===== config.mk =====
export PLATFORM = sky130hd
export DESIGN_NAME = rgb_to_hsl_converter_top_flat
export DESIGN_NICKNAME = d
export VERILOG_FILES = /design/src/design/rgbhsl_pkg.sv /design/src/design/rgbhsl_stream_if.sv /design/src/design/rgb_to_hsl_converter_top.sv /design/src/design/rgbhsl_div.sv /design/src/flat_wrapper.sv
export SDC_FILE = /design/constraint.sdc
export NUM_CORES = 2
export LEC_CHECK = 0
export BUFFER_PORTS_ARGS = -buffer_cell sky130_fd_sc_hd__clkbuf_2
export CAP_MARGIN = 20
export CORE_MARGIN = 2
export CORE_UTILIZATION = 40
export DETAILED_ROUTE_END_ITERATION = 10
export PLACE_DENSITY = 0.58
export SLEW_MARGIN = 20
export SYNTH_ARGS = -nofsm -noshare
export SYNTH_HDL_FRONTEND = slang
export SYNTH_HIERARCHICAL = 1
export SYNTH_SLANG_ARGS = --single-unit

===== constraint.sdc =====
create_clock -name clk_i -period 136 [get_ports clk_i]
set_input_delay 27.2 -clock clk_i [delete_from_list [all_inputs] [get_ports clk_i]]
set_output_delay 27.2 -clock clk_i [all_outputs]
set_load 0.01 [all_outputs]

===== src/design/rgbhsl_pkg.sv =====
// rgbhsl_pkg: shared constants for the RGB to HSL converter.
// No dependencies.
package rgbhsl_pkg;
  localparam int unsigned HueBits   = 13;
  localparam int unsigned AlphaBits = 8;
  localparam int unsigned SixtyDeg  = 960;
  localparam int unsigned FullTurn  = 5760;
endpackage


===== src/design/rgbhsl_stream_if.sv =====
// rgbhsl_stream_if: valid/ready channel with a packed payload.
// Depends on nothing; the payload width is a parameter.
interface rgbhsl_stream_if #(parameter int unsigned Width = 32) ();
  logic             valid;
  logic             ready;
  logic [Width-1:0] data;
  modport source (output valid, output data, input ready);
  modport sink   (input valid, input data, output ready);
endinterface


===== src/design/rgb_to_hsl_converter_top.sv =====
// rgb_to_hsl_converter_top: streaming RGBA to HSL+alpha converter.
// Depends on rgbhsl_pkg, rgbhsl_stream_if and rgbhsl_div.
//
// Usage:
//   in_if  payload {red, green, blue, alpha}, CHANNEL_BITS per color,
//          8 bits alpha, red in the top bits.
//   out_if payload {hue(13), saturation(FRAC_BITS+1), lightness
//          (CHANNEL_BITS+1), alpha(8)}, hue in the top bits.
//   A transfer happens when valid and ready are both high.
// Throughput: one pixel per clock while the output is not stalled.
//   Pipeline: stages 1 and 2, the divider stages (one per quotient bit,
//   FRAC_BITS + CHANNEL_BITS at default settings) and one output register.
//   Hue and saturation use two dividers of equal depth that run side by
//   side; the wider of the two numerators sets the length.
// Stall: the whole pipeline holds while the output register is full and
//   not taken; in_if.ready follows out_if.ready or an empty output slot.
// Reset: all valid bits clear; no pixel is lost or repeated afterwards.
module rgb_to_hsl_converter_top #(
  parameter int unsigned CHANNEL_BITS = 8,
  parameter int unsigned FRAC_BITS    = 12
) (
  input logic         clk_i,
  input logic         rst_ni,
  rgbhsl_stream_if.sink   in_if,
  rgbhsl_stream_if.source out_if
);
  import rgbhsl_pkg::*;

  localparam int unsigned CB   = CHANNEL_BITS;
  localparam int unsigned SB   = FRAC_BITS + 1;
  localparam int unsigned LB   = CB + 1;
  localparam int unsigned NumB = CB + FRAC_BITS;
  localparam int unsigned Full = (1 << CB) - 1;
  // hue numerator: 960 * span < 2^(CB+10); quotient below 961
  localparam int unsigned HNumB = CB + 10;
  localparam int unsigned SideB = 2 + AlphaBits + LB;

  logic en;

  // Stage 1: extremes and sector
  logic          v1_q;
  logic [CB-1:0] mx1_q, mn1_q, r1_q, g1_q, b1_q;
  logic [AlphaBits-1:0] a1_q;
  logic [1:0]    sec1_q;
  logic [CB-1:0] r_d, g_d, b_d, mx_d, mn_d;
  logic [1:0]    sec_d;

  assign r_d = in_if.data[3*CB+AlphaBits-1 -: CB];
  assign g_d = in_if.data[2*CB+AlphaBits-1 -: CB];
  assign b_d = in_if.data[CB+AlphaBits-1 -: CB];

  always_comb begin
    mx_d = r_d;
    if (g_d > mx_d) mx_d = g_d;
    if (b_d > mx_d) mx_d = b_d;
    mn_d = r_d;
    if (g_d < mn_d) mn_d = g_d;
    if (b_d < mn_d) mn_d = b_d;
    if (r_d == mx_d)      sec_d = 2'd0;
    else if (g_d == mx_d) sec_d = 2'd1;
    else                  sec_d = 2'd2;
  end

  always_ff @(posedge clk_i or negedge rst_ni) begin
    if (!rst_ni) v1_q <= 1'b0;
    else if (en) v1_q <= in_if.valid;
  end
  always_ff @(posedge clk_i) begin
    if (en) begin
      mx1_q <= mx_d; mn1_q <= mn_d;
      r1_q <= r_d; g1_q <= g_d; b1_q <= b_d;
      a1_q <= in_if.data[AlphaBits-1:0];
      sec1_q <= sec_d;
    end
  end

  // Stage 2: span, divisor, signed hue numerator (magnitude + sign)
  logic          v2_q, neg2_q, grey2_q;
  logic [CB-1:0] span2_q;
  logic [CB-1:0] dmag2_q;
  logic [LB-1:0] sum2_q;
  logic [CB:0]   div2_q;
  logic [1:0]    sec2_q;
  logic [AlphaBits-1:0] a2_q;
  logic [LB-1:0] sum_d;
  logic [CB:0]   diff_d;
  logic [CB-1:0] p_d, q_d;

  assign sum_d = {1'b0, mx1_q} + {1'b0, mn1_q};
  always_comb begin
    case (sec1_q)
      2'd0:    begin p_d = g1_q; q_d = b1_q; end
      2'd1:    begin p_d = b1_q; q_d = r1_q; end
      default: begin p_d = r1_q; q_d = g1_q; end
    endcase
    diff_d = {1'b0, p_d} - {1'b0, q_d};
  end

  always_ff @(posedge clk_i or negedge rst_ni) begin
    if (!rst_ni) v2_q <= 1'b0;
    else if (en) v2_q <= v1_q;
  end
  always_ff @(posedge clk_i) begin
    if (en) begin
      span2_q <= mx1_q - mn1_q;
      grey2_q <= (mx1_q == mn1_q);
      sum2_q  <= sum_d;
      div2_q  <= (sum_d <= LB'(Full)) ? sum_d : LB'(2 * Full) - sum_d;
      neg2_q  <= diff_d[CB];
      dmag2_q <= diff_d[CB] ? CB'(~diff_d + 1'b1) : diff_d[CB-1:0];
      sec2_q  <= sec1_q;
      a2_q    <= a1_q;
    end
  end

  // Hue numerator: 960*|diff|; negative offsets floor via (num+span-1)
  logic [HNumB-1:0] hnum_d, hprod_d;
  logic [CB:0]      hden_d;
  assign hprod_d = HNumB'(dmag2_q) * HNumB'(SixtyDeg);
  assign hnum_d  = neg2_q ? hprod_d + HNumB'(span2_q) - HNumB'(1) : hprod_d;
  assign hden_d  = grey2_q ? LB'(1) : {1'b0, span2_q};

  logic [NumB-1:0] snum_d;
  logic [CB:0]     sden_d;
  assign snum_d = {span2_q, {FRAC_BITS{1'b0}}};
  assign sden_d = grey2_q ? LB'(1) : div2_q;

  // Both dividers have depth DivW, the wider of NumB and HNumB; pad both numerators to it.
  localparam int unsigned DivW = (NumB > HNumB) ? NumB : HNumB;
  logic [DivW-1:0] hq, sq;
  logic [SideB-1:0] hside, sside;
  logic hv, sv;

  rgbhsl_div #(.NumBits(DivW), .DenBits(LB), .SideBits(SideB)) u_hdiv (
    .clk_i, .rst_ni, .en_i(en), .valid_i(v2_q),
    .num_i(DivW'(hnum_d)), .den_i(hden_d),
    .side_i({sec2_q, a2_q, sum2_q}),
    .valid_o(hv), .quo_o(hq), .side_o(hside)
  );
  rgbhsl_div #(.NumBits(DivW), .DenBits(LB), .SideBits(SideB)) u_sdiv (
    .clk_i, .rst_ni, .en_i(en), .valid_i(v2_q),
    .num_i(DivW'(snum_d)), .den_i(sden_d),
    .side_i({grey2_q, neg2_q, a2_q, sum2_q}),
    .valid_o(sv), .quo_o(sq), .side_o(sside)
  );

  // Final: base + signed offset, wrap, grey forces zero
  logic grey_f, neg_f;
  logic [1:0] sec_f;
  logic [HueBits:0] base_f, hsum_f, off_f;
  logic [HueBits-1:0] hue_f;
  logic [SB-1:0] sat_f;
  assign grey_f = sside[SideB-1];
  assign neg_f  = sside[SideB-2];
  assign sec_f  = hside[SideB-1 -: 2];
  always_comb begin
    case (sec_f)
      2'd0:    base_f = '0;
      2'd1:    base_f = (HueBits+1)'(2 * SixtyDeg);
      default: base_f = (HueBits+1)'(4 * SixtyDeg);
    endcase
    off_f  = (HueBits+1)'(hq[10:0]);
    hsum_f = neg_f ? base_f - off_f : base_f + off_f;
    if (hsum_f[HueBits]) hsum_f = hsum_f + (HueBits+1)'(FullTurn);
    hue_f = grey_f ? '0 : hsum_f[HueBits-1:0];
    sat_f = grey_f ? '0 : sq[SB-1:0];
  end

  // Output register: hue, saturation, lightness, alpha
  logic ov_q;
  logic [HueBits+SB+LB+AlphaBits-1:0] od_q;
  assign en = !ov_q || out_if.ready;
  assign in_if.ready = en;
  always_ff @(posedge clk_i or negedge rst_ni) begin
    if (!rst_ni) ov_q <= 1'b0;
    else if (en) ov_q <= hv & sv;
  end
  always_ff @(posedge clk_i) begin
    if (en) od_q <= {hue_f, sat_f, sside[LB-1:0], sside[LB+AlphaBits-1:LB]};
  end
  assign out_if.valid = ov_q;
  assign out_if.data  = od_q;
endmodule


===== src/design/rgbhsl_div.sv =====
// rgbhsl_div: pipelined restoring divider, one quotient bit per stage,
// with a side payload that travels alongside. Depends on nothing.
module rgbhsl_div #(
  parameter int unsigned NumBits  = 21,
  parameter int unsigned DenBits  = 9,
  parameter int unsigned SideBits = 8
) (
  input  logic                clk_i,
  input  logic                rst_ni,
  input  logic                en_i,
  input  logic                valid_i,
  input  logic [NumBits-1:0]  num_i,
  input  logic [DenBits-1:0]  den_i,
  input  logic [SideBits-1:0] side_i,
  output logic                valid_o,
  output logic [NumBits-1:0]  quo_o,
  output logic [SideBits-1:0] side_o
);
  localparam int unsigned RemBits = DenBits + 1;

  logic                vld_q  [NumBits+1];
  logic [NumBits-1:0]  num_q  [NumBits+1];
  logic [RemBits-1:0]  rem_q  [NumBits+1];
  logic [DenBits-1:0]  den_q  [NumBits+1];
  logic [SideBits-1:0] side_q [NumBits+1];

  always_comb begin
    vld_q[0]  = valid_i;
    num_q[0]  = num_i;
    rem_q[0]  = '0;
    den_q[0]  = den_i;
    side_q[0] = side_i;
  end

  // One quotient bit per stage, MSB first; quotient shifts into num.
  for (genvar s = 0; s < NumBits; s++) begin : g_stage
    logic [RemBits:0] trial_d;
    logic [RemBits-1:0] shifted_d;
    always_comb begin
      shifted_d = {rem_q[s][DenBits-1:0], num_q[s][NumBits-1]};
      trial_d   = {1'b0, shifted_d} - {2'b00, den_q[s]};
    end
    always_ff @(posedge clk_i or negedge rst_ni) begin
      if (!rst_ni) begin
        vld_q[s+1] <= 1'b0;
      end else if (en_i) begin
        vld_q[s+1] <= vld_q[s];
      end
    end
    always_ff @(posedge clk_i) begin
      if (en_i) begin
        den_q[s+1]  <= den_q[s];
        side_q[s+1] <= side_q[s];
        if (!trial_d[RemBits]) begin
          rem_q[s+1] <= trial_d[RemBits-1:0];
          num_q[s+1] <= {num_q[s][NumBits-2:0], 1'b1};
        end else begin
          rem_q[s+1] <= shifted_d;
          num_q[s+1] <= {num_q[s][NumBits-2:0], 1'b0};
        end
      end
    end
  end

  assign valid_o = vld_q[NumBits];
  assign quo_o   = num_q[NumBits];
  assign side_o  = side_q[NumBits];
endmodule


===== src/flat_wrapper.sv =====
// flat-port wrapper written by rule: the top's interface ports become plain ports
module rgb_to_hsl_converter_top_flat import rgbhsl_pkg::*;
#(
  parameter int unsigned CHANNEL_BITS = 8,
  parameter int unsigned FRAC_BITS    = 12
)
  (clk_i, rst_ni, in_if_valid, in_if_data, in_if_ready, out_if_valid, out_if_data, out_if_ready);
  rgbhsl_stream_if #(.Width((3 * (8) + AlphaBits))) in_if_i ();
  rgbhsl_stream_if #(.Width((HueBits + ((12) + 1) + ((8) + 1) + AlphaBits))) out_if_i ();
  input logic clk_i;
  input logic rst_ni;
  input wire logic [$bits(in_if_i.valid)-1:0] in_if_valid;
  input wire logic [$bits(in_if_i.data)-1:0] in_if_data;
  output wire logic [$bits(in_if_i.ready)-1:0] in_if_ready;
  output wire logic [$bits(out_if_i.valid)-1:0] out_if_valid;
  output wire logic [$bits(out_if_i.data)-1:0] out_if_data;
  input wire logic [$bits(out_if_i.ready)-1:0] out_if_ready;
  assign in_if_i.valid = in_if_valid;
  assign in_if_i.data = in_if_data;
  assign in_if_ready = in_if_i.ready;
  assign out_if_valid = out_if_i.valid;
  assign out_if_data = out_if_i.data;
  assign out_if_i.ready = out_if_ready;
  rgb_to_hsl_converter_top #(.CHANNEL_BITS(CHANNEL_BITS), .FRAC_BITS(FRAC_BITS)) u_core (.clk_i(clk_i), .rst_ni(rst_ni), .in_if(in_if_i), .out_if(out_if_i));
endmodule

==> summary.md <==
| Metric | Value |
|---|---|
| Core ar. | `195000 um^2` |
| Routed len/inst | `14.7 um` |
| Worst-skew pair later-pin latency | `0.83 ns` |
| Status | `complete, no violations` |
| Final min period | `55.48 ns` |
| Max-slew violations | `0` |
| Startpoint types | `primary input` |
| Max clock buf depth | `3` |
| Cell count after synthesis | `5205` |
| H-Tree Depth | `4` |
| Max-cap violations | `0` |
| Total routed wirelength | `120 mm` |
| Layout fillers | `17000` |
| Worst Setup End Kind | `output pin` |
| RSZ-0062 raised after global routing | `false` |
| Die width | `447 um` |
| Synth warn | `6` |
| Post-CTS setup buffer count | `0` |
| Mapped Area | `78700 um^2` |
| WP data required | `108.80 ns` |
| Cell mode on critical path | `clkbuf_2` |
| Cell family with most CP delay | `simple AND/OR/NAND/NOR gates` |
| Hold Slack | `0.390 ns` |
| Global-route wire length before repair | `198 mm` |
| Placed cell count | `7849` |
| Buf+Inv Stages, Crit Path | `2` |
| Die Footprint | `200000 um^2` |
| Biggest cell delay along the critical path | `0.59 ns` |
| Crit path max-delay cell type | `nand2b_4` |
| Fin. Hold Viols | `0` |
| Root buf cell | `clkbuf_16` |
| CTS tree | `done` |
| CTS Buf Count | `188` |
| Initial core utilization | `40.3%` |
| Min-delay worst type | `reg2reg` |
| Syn Area/Cell | `15.1 um^2` |
| Gpl congestion | `0.827` |
| CP arrival | `28.28 ns` |
| Clk slew on worst S/H paths | `0.06 ns` |
| Post-place setup slack | `80.45 ns` |
| Largest net degree at the start of global routing | `191` |
| Grt total ovfl | `0` |
| Vias in the first global route | `40000` |
| Crit path kind | `in2out` |
| DRC Markers | `0` |
| GRT Total Usage | `12.1%` |
| Io pins | `81` |
| FMAX | `18.0 MHz` |
| Via-to-Cell Ratio | `4.80` |
| Setup WS post-layout | `80.52 ns` |
| Row cnt | `162` |
| Fin nets | `5937` |
| Worst slew pin tran | `1.03 ns` |
| Fin Setup TNS | `0 ns` |
| Hold_buf cts | `0` |
| Initial antenna violation count | `1` |
| Setup Skew | `0.0351 ns` |
| DP Wirelength | `80.7 mm` |
| Final setup violation count | `0` |
| Share of layout cells above drive strength 1 | `11.4%` |
| Final Non-Filler Cells | `8200` |
| Period utilization | `40.8%` |
| P&R area growth vs syn | `12.3%` |
| Die height | `447 um` |
| PortBufs | `80` |
| Clk sink count | `1821` |
| Crit-path cells | `clkbuf_2 > nand2b_4 > clkbuf_2` |
| CP Max Fanout | `41` |
| ANT nets after route | `0` |
| 1st-pass router iterations | `5` |
| Cts repair resizes | `0` |
| Starting DRC count in detailed routing | `2076` |
| Max_slew headroom | `31.4%` |
| Vias | `39300` |
final cells by class:
cell class / instances / area [um^2] / share of cell area (%)
antenna: 2 / 5.00 / 0.00567
clock buffer: 212 / 4790 / 5.43
clock inverter: 137 / 1680 / 1.90
inverter: 560 / 2100 / 2.38
multi-input combinational: 2741 / 21400 / 24.2
sequential: 1821 / 54500 / 61.7
tap: 2624 / 3280 / 3.72
timing repair buffer: 103 / 613 / 0.694
layout by cell type, fill, tap and decap left out, types with 36 or more instances in the layout:
cell type  instances
xor2_1            62
nand3b_1          38
nand2_1          154
clkbuf_16        188
o21a_1            79
or3_1             76
o21ai_0          111
clkbuf_2          79
nor3_1            82
o211ai_2          36
edfxtp_1        1778
xnor2_1          157
clkinv_1          44
nand3_1           49
nor2_1           325
mux2i_1           42
mux2_2           121
fa_1              54
a31o_1            36
a21o_1           157
a21boi_0          60
and3_1            38
dfrtp_1           43
ha_1             432
o21bai_1          43
a21oi_1          290
a211oi_1          42
inv_1            560
sequential cells by signal, indices dropped and copies added, names as in the netlist, 9 cells and up:
name	cells
u_core/u_sdiv/side_q	361
u_core/u_sdiv/num_q	249
u_core/u_hdiv/num_q	226
u_core/u_hdiv/g_stage.shifted_d	190
u_core/u_sdiv/g_stage.shifted_d	190
u_core/u_hdiv/den_q	171
u_core/u_sdiv/den_q	171
u_core/out_if.data	43
u_core/u_hdiv/side_q	38
u_core/u_hdiv/vld_q	19
u_core/u_sdiv/side_o	19
u_core/u_sdiv/vld_q	19
u_core/u_sdiv/quo_o	13
u_core/u_hdiv/quo_o	11
u_core/sum2_q	9
metrics by stage:
step	instance area [um^2]	util (%)
2_1_floorplan	78800	-
3_3_place_gp	81900	41.9
3_5_place_dp	81900	41.9
4_1_cts	88300	45.3
5_1_grt	88300	45.3
6_report	88300	45.3
path summary, 6_finish.rpt:
path,start,cells past startpoint,slack (ns),endpoint
max,out_if_ready,3,80.52,in_if_ready
max in group asynchronous,rst_ni,1,109.26,u_core/u_sdiv/vld_q[1]$_DFFE_PN0P_
min reg2reg,u_core/u_hdiv/num_q[233]$_DFFE_PP_,0,0.39,u_core/u_hdiv/num_q[214]$_DFFE_PP_
max reg2reg,u_core/out_if.valid$_DFFE_PN0P_,7,130.33,u_core/u_sdiv/side_q[265]$_DFFE_PP_
min in group asynchronous,rst_ni,1,26.37,u_core/v1_q$_DFFE_PN0P_
min,u_core/u_hdiv/num_q[233]$_DFFE_PP_,0,0.39,u_core/u_hdiv/num_q[214]$_DFFE_PP_
layer usage:
| layer | vias up | wire length [um] | global-route usage (%) |
|---|---|---|---|
| li1 | 19700 | - | - |
| met1 | 19000 | 49800 | 13.8 |
| met2 | 438 | 62500 | 22.0 |
| met3 | 232 | 3720 | 2.27 |
| met4 | 0 | 4190 | 5.25 |
| met5 | - | 0 | 0 |
Power is not shown: default switching activity piles up to over one toggle a cycle in this logic, so the estimate is an artifact.
